**src/rtl/decimal_big_subtract_macros.svh**
```systemverilog
`ifndef DECIMAL_BIG_SUBTRACT_MACROS_SVH
`define DECIMAL_BIG_SUBTRACT_MACROS_SVH

// Same-cycle implication, held off while reset is asserted.
`define DBS_ASSERT_IMP(lbl, ck, rn, ante, cons) \
  lbl: assert property (@(posedge ck) disable iff (!(rn)) (ante) |-> (cons)) \
    else $error("dbs assertion failed");

// Next-cycle implication, held off while reset is asserted.
`define DBS_ASSERT_NXT(lbl, ck, rn, ante, cons) \
  lbl: assert property (@(posedge ck) disable iff (!(rn)) (ante) |=> (cons)) \
    else $error("dbs assertion failed");

`endif

```
**src/rtl/dbs_pkg.sv**
```systemverilog
`default_nettype none
package dbs_pkg;

  localparam int DBS_MAX_DIGITS = 64;
  localparam int DIGIT_W        = 4;
  localparam logic [DIGIT_W-1:0] DIGIT_MAX = 4'd9;
  localparam logic [DIGIT_W:0]   RADIX     = 5'd10;

  // controller -> datapath
  typedef struct packed {
    logic load;      // input word taken
    logic prep;      // latch width, clear subtract state
    logic sub_step;  // one subtract step on the read data
    logic sel;       // pick sign and first digit to emit
    logic emit_ld;   // load output register from diff store
    logic pop;       // output word taken
  } dbs_cmd_t;

  // datapath -> controller
  typedef struct packed {
    logic end_second;  // word on the input ends the subtrahend
    logic sub_done;    // current subtract step is the last one
    logic out_last;    // word in the output register is the last one
  } dbs_status_t;

endpackage
`default_nettype wire

```
**src/rtl/dbs_if.sv**
```systemverilog
`default_nettype none
interface dbs_in_if import dbs_pkg::*; ();
  logic               valid;
  logic               ready;
  logic [DIGIT_W-1:0] digit;
  logic               last_digit;

  modport source (output valid, output digit, output last_digit, input ready);
  modport sink   (input valid, input digit, input last_digit, output ready);
endinterface

interface dbs_out_if import dbs_pkg::*; ();
  logic               valid;
  logic               ready;
  logic               negative;
  logic [DIGIT_W-1:0] result_digit;
  logic               last;
  logic               overflow;

  modport source (output valid, output negative, output result_digit, output last,
                  output overflow, input ready);
  modport sink   (input valid, input negative, input result_digit, input last,
                  input overflow, output ready);
endinterface
`default_nettype wire

```
**src/rtl/dbs_ram.sv**
```systemverilog
`default_nettype none
module dbs_ram #(
  parameter int WIDTH = 4,
  parameter int DEPTH = 64
) (
  input  wire logic                     clk,
  input  wire logic                     we,
  input  wire logic [$clog2(DEPTH)-1:0] waddr,
  input  wire logic [WIDTH-1:0]         wdata,
  input  wire logic [$clog2(DEPTH)-1:0] raddr,
  output logic      [WIDTH-1:0]         rdata
);

  logic [WIDTH-1:0] mem [DEPTH];

  always_ff @(posedge clk) begin
    if (we) begin
      mem[waddr] <= wdata;
    end
    rdata <= mem[raddr];
  end

endmodule
`default_nettype wire

```
**src/rtl/dbs_ctrl.sv**
```systemverilog
`default_nettype none
module dbs_ctrl import dbs_pkg::*; (
  input  wire logic        clk,
  input  wire logic        rst_n,
  input  wire logic        in_valid,
  output logic             in_ready,
  input  wire logic        out_ready,
  input  wire dbs_status_t st,
  output dbs_cmd_t         cmd
);

  typedef enum logic [7:0] {
    S_LOAD      = 8'b0000_0001,
    S_PREP      = 8'b0000_0010,
    S_SUB_RD    = 8'b0000_0100,
    S_SUB_WR    = 8'b0000_1000,
    S_SEL       = 8'b0001_0000,
    S_EMIT_RD   = 8'b0010_0000,
    S_EMIT_LD   = 8'b0100_0000,
    S_EMIT_WAIT = 8'b1000_0000
  } state_t;

  state_t state_r, state_nxt;

  always_ff @(posedge clk) begin
    if (!rst_n) begin
      state_r <= S_LOAD;
    end else begin
      state_r <= state_nxt;
    end
  end

  always_comb begin
    state_nxt = state_r;
    cmd       = '0;
    in_ready  = 1'b0;
    unique case (state_r)
      S_LOAD: begin
        in_ready = 1'b1;
        if (in_valid) begin
          cmd.load = 1'b1;
          if (st.end_second) begin
            state_nxt = S_PREP;
          end
        end
      end
      S_PREP: begin
        cmd.prep  = 1'b1;
        state_nxt = S_SUB_RD;
      end
      S_SUB_RD: state_nxt = S_SUB_WR;
      S_SUB_WR: begin
        cmd.sub_step = 1'b1;
        state_nxt    = st.sub_done ? S_SEL : S_SUB_RD;
      end
      S_SEL: begin
        cmd.sel   = 1'b1;
        state_nxt = S_EMIT_RD;
      end
      S_EMIT_RD: state_nxt = S_EMIT_LD;
      S_EMIT_LD: begin
        cmd.emit_ld = 1'b1;
        state_nxt   = S_EMIT_WAIT;
      end
      S_EMIT_WAIT: begin
        if (out_ready) begin
          cmd.pop   = 1'b1;
          state_nxt = st.out_last ? S_LOAD : S_EMIT_RD;
        end
      end
      default: state_nxt = S_LOAD;
    endcase
  end

endmodule
`default_nettype wire

```
**src/rtl/dbs_datapath.sv**
```systemverilog
`default_nettype none
`include "decimal_big_subtract_macros.svh"
module dbs_datapath import dbs_pkg::*; #(
  parameter int MAX_DIGITS = DBS_MAX_DIGITS
) (
  input  wire logic               clk,
  input  wire logic               rst_n,
  input  wire dbs_cmd_t           cmd,
  output dbs_status_t             st,
  input  wire logic [DIGIT_W-1:0] in_digit,
  input  wire logic               in_last_digit,
  output logic                    out_valid,
  output logic                    out_negative,
  output logic      [DIGIT_W-1:0] out_result_digit,
  output logic                    out_last,
  output logic                    out_overflow
);

  localparam int AW = $clog2(MAX_DIGITS);
  localparam int LW = $clog2(MAX_DIGITS + 1);
  localparam logic [LW-1:0] LEN_MAX = LW'(MAX_DIGITS);
  localparam logic [LW-1:0] LEN_ONE = LW'(1);

  // operand lengths, phase, overflow
  logic [LW-1:0] lm_r, lm_nxt, ls_r, ls_nxt;
  logic          phase_r, phase_nxt, ovf_r, ovf_nxt;
  // subtract pass
  logic [LW-1:0] w_r, w_nxt;
  logic [AW-1:0] j_r, j_nxt;
  logic          bab_r, bab_nxt, bba_r, bba_nxt;
  logic [AW-1:0] first_ab_r, first_ab_nxt, first_ba_r, first_ba_nxt;
  // emit pass
  logic [AW-1:0] e_r, e_nxt;
  logic          neg_r, neg_nxt;
  logic          oval_r, oval_nxt;
  logic [DIGIT_W-1:0] odig_r, odig_nxt;
  logic          olast_r, olast_nxt, oneg_r, oneg_nxt, oovf_r, oovf_nxt;

  logic [DIGIT_W-1:0] dsat;
  logic [LW-1:0]      wmax, wmax_m1, w_m1, jl;
  logic [LW-1:0]      m_idx, s_idx;
  logic [AW-1:0]      k;
  logic               we_m, we_s;
  logic [DIGIT_W-1:0] rd_m, rd_s, rd_ab, rd_ba;
  logic [DIGIT_W-1:0] a, b, d_ab, d_ba;
  logic [DIGIT_W:0]   t_ab, t_ba;
  logic               nb_ab, nb_ba;

  assign dsat    = (in_digit > DIGIT_MAX) ? DIGIT_MAX : in_digit;
  assign we_m    = cmd.load && !phase_r && (lm_r != LEN_MAX);
  assign we_s    = cmd.load &&  phase_r && (ls_r != LEN_MAX);
  assign wmax    = (lm_r > ls_r) ? lm_r : ls_r;
  assign wmax_m1 = wmax - LEN_ONE;
  assign w_m1    = w_r - LEN_ONE;
  assign jl      = LW'(j_r);
  // walk both stores from their least significant digit
  assign m_idx   = lm_r - LEN_ONE - jl;
  assign s_idx   = ls_r - LEN_ONE - jl;
  assign k       = w_m1[AW-1:0] - j_r;

  dbs_ram #(.WIDTH(DIGIT_W), .DEPTH(MAX_DIGITS)) u_min (
    .clk, .we(we_m), .waddr(lm_r[AW-1:0]), .wdata(dsat),
    .raddr(m_idx[AW-1:0]), .rdata(rd_m)
  );
  dbs_ram #(.WIDTH(DIGIT_W), .DEPTH(MAX_DIGITS)) u_sub (
    .clk, .we(we_s), .waddr(ls_r[AW-1:0]), .wdata(dsat),
    .raddr(s_idx[AW-1:0]), .rdata(rd_s)
  );
  dbs_ram #(.WIDTH(DIGIT_W), .DEPTH(MAX_DIGITS)) u_dab (
    .clk, .we(cmd.sub_step), .waddr(k), .wdata(d_ab),
    .raddr(e_r), .rdata(rd_ab)
  );
  dbs_ram #(.WIDTH(DIGIT_W), .DEPTH(MAX_DIGITS)) u_dba (
    .clk, .we(cmd.sub_step), .waddr(k), .wdata(d_ba),
    .raddr(e_r), .rdata(rd_ba)
  );

  // both differences at once; the borrow out of a-b gives the sign
  always_comb begin
    a     = (jl < lm_r) ? rd_m : '0;
    b     = (jl < ls_r) ? rd_s : '0;
    t_ab  = {1'b0, a} - {1'b0, b} - {{DIGIT_W{1'b0}}, bab_r};
    t_ba  = {1'b0, b} - {1'b0, a} - {{DIGIT_W{1'b0}}, bba_r};
    nb_ab = t_ab[DIGIT_W];
    nb_ba = t_ba[DIGIT_W];
    d_ab  = nb_ab ? DIGIT_W'(t_ab + RADIX) : t_ab[DIGIT_W-1:0];
    d_ba  = nb_ba ? DIGIT_W'(t_ba + RADIX) : t_ba[DIGIT_W-1:0];
  end

  always_comb begin
    lm_nxt = lm_r;  ls_nxt = ls_r;  phase_nxt = phase_r;  ovf_nxt = ovf_r;
    w_nxt = w_r;  j_nxt = j_r;  bab_nxt = bab_r;  bba_nxt = bba_r;
    first_ab_nxt = first_ab_r;  first_ba_nxt = first_ba_r;
    e_nxt = e_r;  neg_nxt = neg_r;  oval_nxt = oval_r;
    odig_nxt = odig_r;  olast_nxt = olast_r;  oneg_nxt = oneg_r;  oovf_nxt = oovf_r;

    if (cmd.load) begin
      if (!phase_r) begin
        if (lm_r == LEN_MAX) begin
          ovf_nxt = 1'b1;
        end else begin
          lm_nxt = lm_r + LEN_ONE;
        end
        if (in_last_digit) begin
          phase_nxt = 1'b1;
        end
      end else begin
        if (ls_r == LEN_MAX) begin
          ovf_nxt = 1'b1;
        end else begin
          ls_nxt = ls_r + LEN_ONE;
        end
      end
    end
    if (cmd.prep) begin
      w_nxt        = wmax;
      j_nxt        = '0;
      bab_nxt      = 1'b0;
      bba_nxt      = 1'b0;
      first_ab_nxt = wmax_m1[AW-1:0];
      first_ba_nxt = wmax_m1[AW-1:0];
    end
    if (cmd.sub_step) begin
      j_nxt   = j_r + AW'(1);
      bab_nxt = nb_ab;
      bba_nxt = nb_ba;
      if (d_ab != '0) begin
        first_ab_nxt = k;
      end
      if (d_ba != '0) begin
        first_ba_nxt = k;
      end
    end
    if (cmd.sel) begin
      neg_nxt = bab_r;
      e_nxt   = bab_r ? first_ba_r : first_ab_r;
    end
    if (cmd.emit_ld) begin
      oval_nxt  = 1'b1;
      odig_nxt  = neg_r ? rd_ba : rd_ab;
      olast_nxt = (e_r == w_m1[AW-1:0]);
      oneg_nxt  = neg_r;
      oovf_nxt  = ovf_r;
    end
    if (cmd.pop) begin
      oval_nxt = 1'b0;
      e_nxt    = e_r + AW'(1);
      if (olast_r) begin
        lm_nxt    = '0;
        ls_nxt    = '0;
        phase_nxt = 1'b0;
        ovf_nxt   = 1'b0;
      end
    end
  end

  always_ff @(posedge clk) begin
    if (!rst_n) begin
      lm_r       <= '0;
      ls_r       <= '0;
      phase_r    <= 1'b0;
      ovf_r      <= 1'b0;
      w_r        <= '0;
      j_r        <= '0;
      bab_r      <= 1'b0;
      bba_r      <= 1'b0;
      first_ab_r <= '0;
      first_ba_r <= '0;
      e_r        <= '0;
      neg_r      <= 1'b0;
      oval_r     <= 1'b0;
      olast_r    <= 1'b0;
    end else begin
      lm_r       <= lm_nxt;
      ls_r       <= ls_nxt;
      phase_r    <= phase_nxt;
      ovf_r      <= ovf_nxt;
      w_r        <= w_nxt;
      j_r        <= j_nxt;
      bab_r      <= bab_nxt;
      bba_r      <= bba_nxt;
      first_ab_r <= first_ab_nxt;
      first_ba_r <= first_ba_nxt;
      e_r        <= e_nxt;
      neg_r      <= neg_nxt;
      oval_r     <= oval_nxt;
      olast_r    <= olast_nxt;
    end
  end

  always_ff @(posedge clk) begin
    odig_r <= odig_nxt;
    oneg_r <= oneg_nxt;
    oovf_r <= oovf_nxt;
  end

  assign st.end_second  = phase_r && in_last_digit;
  assign st.sub_done    = (j_r == w_m1[AW-1:0]);
  assign st.out_last    = olast_r;

  assign out_valid        = oval_r;
  assign out_negative     = oneg_r;
  assign out_result_digit = odig_r;
  assign out_last         = olast_r;
  assign out_overflow     = oovf_r;

  // last word taken leaves the block ready for a fresh minuend
  `DBS_ASSERT_NXT(a_clear_after_last, clk, rst_n, cmd.pop && olast_r, lm_r == '0 && ls_r == '0 && !phase_r && !ovf_r)
  // emitted digits stay decimal
  `DBS_ASSERT_IMP(a_digit_range, clk, rst_n, oval_r, odig_r <= DIGIT_MAX)
  // subtract walk never runs past the aligned width
  `DBS_ASSERT_IMP(a_step_in_width, clk, rst_n, cmd.sub_step, jl < w_r)

endmodule
`default_nettype wire

```
**src/rtl/decimal_big_subtract.sv**
```systemverilog
// decimal_big_subtract: signed difference of two unsigned decimal numbers.
// in_ch  (valid/ready): one digit per word, most significant first; last_digit
//        closes an operand. The first operand is the minuend, the second the
//        subtrahend. Digits above nine are stored as nine.
// out_ch (valid/ready): the difference, most significant digit first, leading
//        zeros dropped, last set on the final word; negative and overflow are
//        the same on every word of one result. Equal operands give a single 0.
// Throughput: a digit is taken every cycle while operands load. The word that
//   ends the subtrahend starts the finish: a prep step, then for each digit of
//   the wider operand a store read followed by a subtract that writes both
//   differences, a select step, then for each output word a diff store read,
//   an output register load and the handshake.
// in_ch.ready is low from that final digit until the last result word has
// been taken. A stalled receiver simply holds the output register; nothing
// is lost. Operands longer than MAX_DIGITS keep their first MAX_DIGITS digits
// and raise overflow on the result.
// Reset (rst_n, synchronous): lengths, phase and overflow cleared, block waits
// for a minuend. Digit stores need no clearing; only written entries are read.
`default_nettype none
module decimal_big_subtract import dbs_pkg::*; #(
  parameter int MAX_DIGITS = DBS_MAX_DIGITS
) (
  input wire logic clk,
  input wire logic rst_n,
  dbs_in_if.sink   in_ch,
  dbs_out_if.source out_ch
);

  dbs_cmd_t    cmd;
  dbs_status_t st;

  // sequencer: load, subtract pass, emit pass
  dbs_ctrl u_ctrl (
    .clk,
    .rst_n,
    .in_valid  (in_ch.valid),
    .in_ready  (in_ch.ready),
    .out_ready (out_ch.ready),
    .st,
    .cmd
  );

  // digit stores, borrow chains, output word register
  dbs_datapath #(.MAX_DIGITS(MAX_DIGITS)) u_dp (
    .clk,
    .rst_n,
    .cmd,
    .st,
    .in_digit         (in_ch.digit),
    .in_last_digit    (in_ch.last_digit),
    .out_valid        (out_ch.valid),
    .out_negative     (out_ch.negative),
    .out_result_digit (out_ch.result_digit),
    .out_last         (out_ch.last),
    .out_overflow     (out_ch.overflow)
  );

endmodule
`default_nettype wire
```
**src/flat_wrapper.sv**
```systemverilog
// flat-port wrapper written by rule: the top's interface ports become plain ports
module decimal_big_subtract_flat import dbs_pkg::*;
#(
  parameter int MAX_DIGITS = DBS_MAX_DIGITS
)
  (clk, rst_n, in_ch_valid, in_ch_digit, in_ch_last_digit, in_ch_ready, out_ch_valid, out_ch_negative, out_ch_result_digit, out_ch_last, out_ch_overflow, out_ch_ready);
  dbs_in_if in_ch_i ();
  dbs_out_if out_ch_i ();
  input wire logic clk;
  input wire logic rst_n;
  input wire logic [$bits(in_ch_i.valid)-1:0] in_ch_valid;
  input wire logic [$bits(in_ch_i.digit)-1:0] in_ch_digit;
  input wire logic [$bits(in_ch_i.last_digit)-1:0] in_ch_last_digit;
  output wire logic [$bits(in_ch_i.ready)-1:0] in_ch_ready;
  output wire logic [$bits(out_ch_i.valid)-1:0] out_ch_valid;
  output wire logic [$bits(out_ch_i.negative)-1:0] out_ch_negative;
  output wire logic [$bits(out_ch_i.result_digit)-1:0] out_ch_result_digit;
  output wire logic [$bits(out_ch_i.last)-1:0] out_ch_last;
  output wire logic [$bits(out_ch_i.overflow)-1:0] out_ch_overflow;
  input wire logic [$bits(out_ch_i.ready)-1:0] out_ch_ready;
  assign in_ch_i.valid = in_ch_valid;
  assign in_ch_i.digit = in_ch_digit;
  assign in_ch_i.last_digit = in_ch_last_digit;
  assign in_ch_ready = in_ch_i.ready;
  assign out_ch_valid = out_ch_i.valid;
  assign out_ch_negative = out_ch_i.negative;
  assign out_ch_result_digit = out_ch_i.result_digit;
  assign out_ch_last = out_ch_i.last;
  assign out_ch_overflow = out_ch_i.overflow;
  assign out_ch_i.ready = out_ch_ready;
  decimal_big_subtract #(.MAX_DIGITS(MAX_DIGITS)) u_core (.clk(clk), .rst_n(rst_n), .in_ch(in_ch_i), .out_ch(out_ch_i));
endmodule
```
**config.mk**
```make
export PLATFORM = sky130hd
export DESIGN_NAME = decimal_big_subtract_flat
export DESIGN_NICKNAME = d
export VERILOG_FILES = /design/src/rtl/dbs_pkg.sv /design/src/rtl/dbs_if.sv /design/src/rtl/dbs_ram.sv /design/src/rtl/dbs_ctrl.sv /design/src/rtl/dbs_datapath.sv /design/src/rtl/decimal_big_subtract.sv /design/src/flat_wrapper.sv
export VERILOG_INCLUDE_DIRS = /design/src /design/src/rtl
export SDC_FILE = /design/constraint.sdc
export NUM_CORES = 1
export LEC_CHECK = 0
export ABC_CLOCK_PERIOD_IN_PS = 7700
export BUFFER_PORTS_ARGS = -buffer_cell sky130_fd_sc_hd__buf_2
export CAP_MARGIN = 20
export CORE_MARGIN = 1
export CORE_UTILIZATION = 45
export CTS_CLUSTER_DIAMETER = 150
export DETAILED_ROUTE_END_ITERATION = 8
export PLACE_DENSITY = 0.62
export SLEW_MARGIN = 20
export SYNTH_ARGS = -nofsm -noshare
export SYNTH_HDL_FRONTEND = slang
export SYNTH_SLANG_ARGS = --single-unit
```
**constraint.sdc**
```tcl
create_clock -name clk -period 7.7 [get_ports clk]
set_input_delay 1.54 -clock clk [delete_from_list [all_inputs] [get_ports clk]]
set_output_delay 1.54 -clock clk [all_outputs]
set_load 0.005 [all_outputs]
```
Word-level counts from Yosys, hierarchy flattened
Memory sizes are Yosys's and may differ from the RTL's. A register that Yosys moved wholly into a read port is not among the register bits. Index checks and enable logic that the tools add are counted.

Equal/unequal tests: 17. Muxes and demuxes: 63. Add/sub/neg operators: 17. Magnitude comparators: 4. Reductions and logical operators: 12. Bitwise operators: 1.

Operators with widths (count): $mux W6 (13); $mux W7 (10); $pmux W8 S8 (1); $mux W1 (29); $mux W4 (6); $mux W8 (3); $sub A6 B1 Y6 const B (4); $sub A6 B6 Y6 (3); $add A7 B1 Y7 const B (2); $eq A7 B7 Y1 const B (2); $lt A6 B7 Y1 (2); $ne A7 B7 Y1 const B (2); $add A6 B1 Y6 const B (2); $eq A6 B6 Y1 (2); $sub A4 B4 Y5 (2); $sub A5 B1 Y5 (2); $add A4 B4 Y4 const B (2); $eq A8 B1 Y1 const B (1); $eq A8 B2 Y1 const B (1); $eq A8 B3 Y1 const B (1); $eq A8 B4 Y1 const B (1); $eq A8 B5 Y1 const B (1); $eq A8 B6 Y1 const B (1); $eq A8 B7 Y1 const B (1); other kinds (13) (20).

Input port bits: 9. Memories kept: 4. Logic and storage cells: 136. Flip-flop bits (word level): 65. Output and inout port bits: 9. Memory bits (writable): 1024.

Memories: u_core.u_dp.u_dab.mem (words 64, bits a word 4, read ports 1, clocked after Yosys merged registers in 1, wr ports 1, RTL line dbs_ram.sv:14) `logic [WIDTH-1:0] mem [DEPTH];`; u_core.u_dp.u_dba.mem (words 64, bits a word 4, read ports 1, clocked after Yosys merged registers in 1, wr ports 1, RTL line dbs_ram.sv:14); u_core.u_dp.u_min.mem (words 64, bits a word 4, read ports 1, clocked after Yosys merged registers in 1, wr ports 1, RTL line dbs_ram.sv:14); u_core.u_dp.u_sub.mem (words 64, bits a word 4, read ports 1, clocked after Yosys merged registers in 1, wr ports 1, RTL line dbs_ram.sv:14).

Logic depth before layout (Yosys ltp)
Depth in word-level cells: 9. Gate-level depth with buffers: 22.

Cells and area by module
Synthesis repeated with hierarchy kept, for this count alone.

Cells, all modules: 2706. Area, all modules: 46853.7 um2.

By module, submodules not included: dbs_ram (sequential area each 7767.4 um2, area each 10407.5 um2, cells each 521, times used 4); dbs_datapath (sequential area each 1201.2 um2, area each 4742.0 um2, cells each 568, times used 1); dbs_ctrl (sequential area each 160.2 um2, area each 481.7 um2, cells each 54, times used 1).

Least setup slack after synthesis
No wires, ideal clock.

Path type: input-to-reg. From: input in_ch_digit[3]. To: memory u_core.u_dp.u_min.mem[0][1], data pin. Path slack: 2.155 ns. Cell stages on the path: 1. Data arrival time: 4.710 ns. Path through: nor2b_1.

Longest elaborated chain between the ends: 2.

Ends and longest elaborated chain: from (decl) (RTL line flat_wrapper.sv:12) `input wire logic [$bits(in_ch_i.digit)-1:0] in_ch_digit;`; $gt A4 B4 Y1 (RTL line dbs_datapath.sv:49) `assign dsat = (in_digit > DIGIT_MAX) ? DIGIT_MAX : in_digit;`; $mux W4 (RTL line dbs_datapath.sv:49); to (decl) (RTL line dbs_ram.sv:14).

No other way between the ends.

Worst setup path after layout
From: register u_core.u_dp.ls_r[3]. To: register u_core.u_dp.first_ba_r[3].

Longest elaborated chain between the ends: 9. Elaborated cells on any way between the ends: 13. Those cells by class: add/sub: 4; order compare: 2; mux: 6; reduce/logical: 1.

Ends and longest elaborated chain: from (decl) (RTL line dbs_datapath.sv:25) `logic [LW-1:0] lm_r, lm_nxt, ls_r, ls_nxt;`; from (signal assigned) (RTL line dbs_datapath.sv:175) `ls_r <= ls_nxt;`; $lt A6 B7 Y1 (RTL line dbs_datapath.sv:81) `b = (jl < ls_r) ? rd_s : '0;`; $mux W4 (RTL line dbs_datapath.sv:81); $sub A4 B4 Y5 (RTL line dbs_datapath.sv:83) `t_ba = {1'b0, b} - {1'b0, a} - {{DIGIT_W{1'b0}}, bba_r};`; $sub A5 B1 Y5 (RTL line dbs_datapath.sv:83); $add A4 B4 Y4 (RTL line dbs_datapath.sv:87) `d_ba = nb_ba ? DIGIT_W'(t_ba + RADIX) : t_ba[DIGIT_W-1:0];`; $mux W4 (RTL line dbs_datapath.sv:87); $reduce_bool A4 Y1 (RTL line dbs_datapath.sv:130) `if (d_ba != '0) begin`; $mux W6 (RTL line dbs_datapath.sv:130); $mux W6 * (RTL line dbs_datapath.sv:123) `if (cmd.sub_step) begin`; to (signal assigned) (RTL line dbs_datapath.sv:183) `first_ba_r <= first_ba_nxt;`; to (decl) (RTL line dbs_datapath.sv:31) `logic [AW-1:0] first_ab_r, first_ab_nxt, first_ba_r, first_ba_nxt;`.

Mark *: on every way between the ends. The rest lies on a longest branch, timed or not. A chain may end at the register's enable or synchronous reset.

==> Flow_metrics.wiki <==
{| class="wikitable"
! Metric !! Value
|-
| Post-route ant nets || 0
|-
| Total Power || 15,900 uW
|-
| Design internal power || 11,600 uW
|-
| Placed cell count || 3,549
|-
| Worst setup path startpoint || u_core.u_dp.ls_r[3]$_SDFF_PN0_
|-
| GR Overflow Total || 0
|-
| Fin crit period || 5.45 ns
|-
| Worst hold stages || 0
|-
| Count of mapped cells out of synthesis || 2,319
|-
| CP top delay family || compound AO/OA/AOI/OAI gates
|-
| Post-route non-filler standard cell count || 3,751
|-
| Placer Congestion || 0.862
|-
| Final HPWL from detailed placement || 60.4 mm
|-
| F_max || roughly 180 MHz
|-
| Clock-pin slew of the registers on the worst-case setup and hold paths || ~0.06 ns
|-
| Post-synthesis instance area || 0.0450 mm^2
|-
| Flop2flop setup slack || 2.25 ns
|-
| Drt wl/cell || 25.7 um
|-
| Via Count || 21.8k
|-
| Reg2reg end || u_core.u_dp.first_ba_r[3]$_SDFF_PN0_
|-
| Buffering stage count on the worst path with inverters included || 4
|-
| Worst EP required || 8.26 ns
|-
| Post-synthesis to final-layout area growth || 11.0%
|-
| Relative contribution of combinational cells to total power || 18.4%
|-
| Maximum net fanout on the critical path || 11
|-
| Nets || 2,438
|-
| Setup violators final || 0
|-
| Reg2Reg Launch Point || u_core.u_dp.ls_r[3]$_SDFF_PN0_
|-
| Overall Global Routing Usage || 19.4%
|-
| Hold bufs inserted after CTS || 0
|-
| Largest cells by area after synthesis || edfxtp_1, mux4_2, dfxtp_1, nor2_1, ha_1
|-
| Final Routed Wirelength || 96.5 mm
|-
| LEAKAGE || 0.0158 uW
|-
| Post-synth top area share || 68.7%
|-
| Number of different library cells in the post-synthesis netlist || 65
|-
| Number of maximum-capacitance violations || 0
|-
| Clock tree from TritonCTS || done
|-
| Area of the placeable core || 0.0987 mm^2
|-
| Largest stage delay on the critical path || ~0.62 ns
|-
| Endpoint of the worst setup timing path || u_core.u_dp.first_ba_r[3]$_SDFF_PN0_
|-
| Die area || 0.101 mm^2
|-
| Setup repair after global routing missed its margin || false
|-
| Die extent in y || 318 um
|-
| Sequential fraction of the synthesis area || 72.0%
|-
| Cell occurring most often along the worst timing path || inv_1
|-
| Post-route clock skew || 0.0232 ns
|-
| Number of antenna violations at the first check in global routing || 5
|-
| Number of nets produced by synthesis || 2,385
|-
| Switching component of the power || 4290 uW
|-
| Post-cts resize count || 0
|-
| Post-Route Setup TNS || 0 ns
|-
| Hold Violations, Final || 0
|-
| Number of input and output port buffers inserted || 17
|-
| Top-level port count || 18
|-
| Number of standard-cell rows in the floorplan || 115
|-
| Multi-input gate area || between 0.01 and 0.015 mm^2
|-
| Postcts setup bufs || 0
|-
| Number of DRC violations after detailed routing || 0
|-
| Dominant cell type by area after synthesis || edfxtp_1
|-
| IR Drop Worst-Case VDD || 0.493 mV
|-
| Number of H-tree levels || 3
|-
| Flip-flop and latch count after synthesis || 1,105
|-
| Most numerous cell in the Yosys netlist || edfxtp_1
|-
| Startpoint types || flop
|-
| Post-Synthesis Mean Instance Area || 19.4 um^2
|-
| Power Density || approximately 320 mW/mm^2
|-
| CP arrival || 6.01 ns
|-
| Number of enable-type register cells in the synthesized netlist || 1,030
|-
| Path type of the worst min-delay path || flop to flop
|-
| Crit. path cell count || 20
|-
| Final-layout fill cell count || 7,765
|-
| Maximum number of pins on one net before global-route repair || 93
|-
| Crit path cell chain || clkinv_1 > ha_1 > o21ai_1 > a21oi_1 > o31a_1 > o21ai_0 > nand2_1 > inv_1 > fa_2 > inv_1 > fa_1 > inv_1 > ha_1 > nor2_1 > nor2_1 > o311ai_0 > a21oi_1 > o41a_1 > a211o_1 > and3_1
|-
| Commonest register cell after synthesis || edfxtp_1
|-
| CTS max path bufs || 3
|-
| Fraction of final layout cells with drive strength greater than 1 || 23.0%
|-
| Effective utilization at floorplan || 45.6%
|-
| Post-detailed-route via-to-cell ratio || 5.81
|-
| Number of search-and-repair iterations in the first detailed-routing pass || 5
|-
| Clk sinks || 1,105
|-
| Period utilization || 70.8%
|-
| Warnings from Yosys || 0
|-
| Skew-Pair Late Insertion Delay || between 0.6 and 0.7 ns
|-
| Type of the worst setup path || flop to flop
|-
| Iter 0 DRT Violations || 2,110
|-
| Most common library cells after synthesis || edfxtp_1, mux4_2, nor2_1
|-
| Fraction of the core area covered by cells at the end of the flow || 50.6%
|-
| Worst slew margin relative to its limit || 24.4%
|-
| Fin. max-slew vios || 0
|-
| Critical-path top delay cell || o41a_1
|-
| Switching Share || a little over a quarter
|-
| Sequential cell area || 0.0324 mm^2
|-
| Synth async-reset ratio || 0%
|-
| CTS Root Cell || clkbuf_16
|-
| Vias in the first global route || 22.8k
|-
| Worst Setup End Kind || flop
|-
| Number of buffers inserted during clock tree synthesis || ~110
|-
| Worst-Margin Slew || 1.13 ns
|-
| Die width || 318 um
|-
| Share of total power in sequential cells || 49.5%
|-
| Fraction of power consumed by the clock network || 32.1%
|-
| Run status || complete, no violations
|-
| R2R cell count || 20
|-
| Global-route wire length before repair || ~150 mm
|}
## metal layers
metal	track usage, %	up-vias	share of wire, %
met4	5.59	4	2.2
met5	0	-	0.035
li1	-	9500	-
met1	27.6	11500	43
met2	30.7	683	48
met3	3.58	134	6.6
## power by group through the flow
| stage | registers (uW) | clock network (uW) | logic, uW |
|---|---|---|---|
| after CTS | 7870 | 5170 | 2950 |
| after global routing | 7860 | 5390 | 3200 |
| after detailed placement | 8000 | 0 | 2950 |
| after global placement | 8000 | 0 | 2810 |
| final | 7860 | 5090 | 2920 |
| after floorplan | 8010 | 0 | 1890 |
## logic make-up after synthesis
logic type | after synthesis | synth area share [%]
muxes | 358 | 17.1
adders and majority gates | 57 | 1.70
buffers and inverters | 153 | 1.52
DFF | 1105 | 72.0
AOI/OAI and AO/OA | 132 | 1.98
and+or+nand+nor | 461 | 4.62
xor gates and xnor gates | 53 | 1.03
## flip-flops by register name, indices dropped and copies added, names as in the netlist, 4 cells and up
signal,cells
u_core.u_dp.u_sub.rdata,4
u_core.u_dp.u_sub.mem,256
u_core.u_dp.out_result_digit,4
u_core.u_dp.u_dab.mem,256
u_core.u_ctrl.state_r,8
u_core.u_dp.u_min.mem,256
u_core.u_dp.u_dba.rdata,4
u_core.u_dp.u_dba.mem,256
u_core.u_dp.lm_r,7
u_core.u_dp.w_r,6
u_core.u_dp.u_dab.rdata,4
u_core.u_dp.j_r,6
u_core.u_dp.ls_r,7
u_core.u_dp.first_ab_r,6
u_core.u_dp.u_min.rdata,4
u_core.u_dp.e_r,6
u_core.u_dp.first_ba_r,6
## cells in the final DEF, fill, tap and decap left out, types with 11 or more instances in the layout
cell          n
clkbuf_1     15
dfxtp_1      71
nand3_1      46
nand2_1      73
and3_1       11
ha_1         48
clkinv_1     41
xnor2_1      31
buf_2        16
nor2_1      247
clkinv_2     19
buf_4        30
a21oi_1      37
edfxtp_1   1030
clkbuf_16   110
a211oi_1     11
xor2_1       15
o21ai_0      19
nor2b_1      19
inv_1        43
mux4_2      328
mux2i_1      21
## final cells by class
| cell class | instances | area share (%) |
|---|---|---|
| flip-flops and latches | 1105 | 64.9 |
| repair buffers | 46 | 0.611 |
| multi-input cells | 1061 | 24.1 |
| clock inverters | 76 | 1.17 |
| inverters | 50 | 0.376 |
| well taps | 1287 | 3.22 |
| clock buffers | 125 | 5.62 |
| diodes | 1 | 0.00501 |
## worst min path at each step
stage | start | end | slack (ns)
finish | u_core.u_dp.ovf_r$_SDFF_PN0_ | u_core.u_dp.out_overflow$_DFFE_PP_ | 0.48
global route | u_core.u_dp.ovf_r$_SDFF_PN0_ | u_core.u_dp.out_overflow$_DFFE_PP_ | 0.48
floorplan | u_core.u_dp.ovf_r$_SDFF_PN0_ | u_core.u_dp.out_overflow$_DFFE_PP_ | 0.41
global placement | u_core.u_dp.ovf_r$_SDFF_PN0_ | u_core.u_dp.out_overflow$_DFFE_PP_ | 0.46
CTS | u_core.u_dp.ovf_r$_SDFF_PN0_ | u_core.u_dp.out_overflow$_DFFE_PP_ | 0.48
detailed placement | u_core.u_dp.ovf_r$_SDFF_PN0_ | u_core.u_dp.out_overflow$_DFFE_PP_ | 0.47
## stage by stage
stage | area (um^2) | hold slack, ns | worst slack [ns]
detailed placement | 46600 | 0.467 | 2.08
finish | 50000 | 0.476 | 2.25
global placement | 46600 | 0.456 | 2.37
CTS | 50000 | 0.475 | 2.06
global route | 50000 | 0.478 | 1.73
floorplan | 45000 | 0.409 | 2.15
Power figures use the tool's default switching activity.
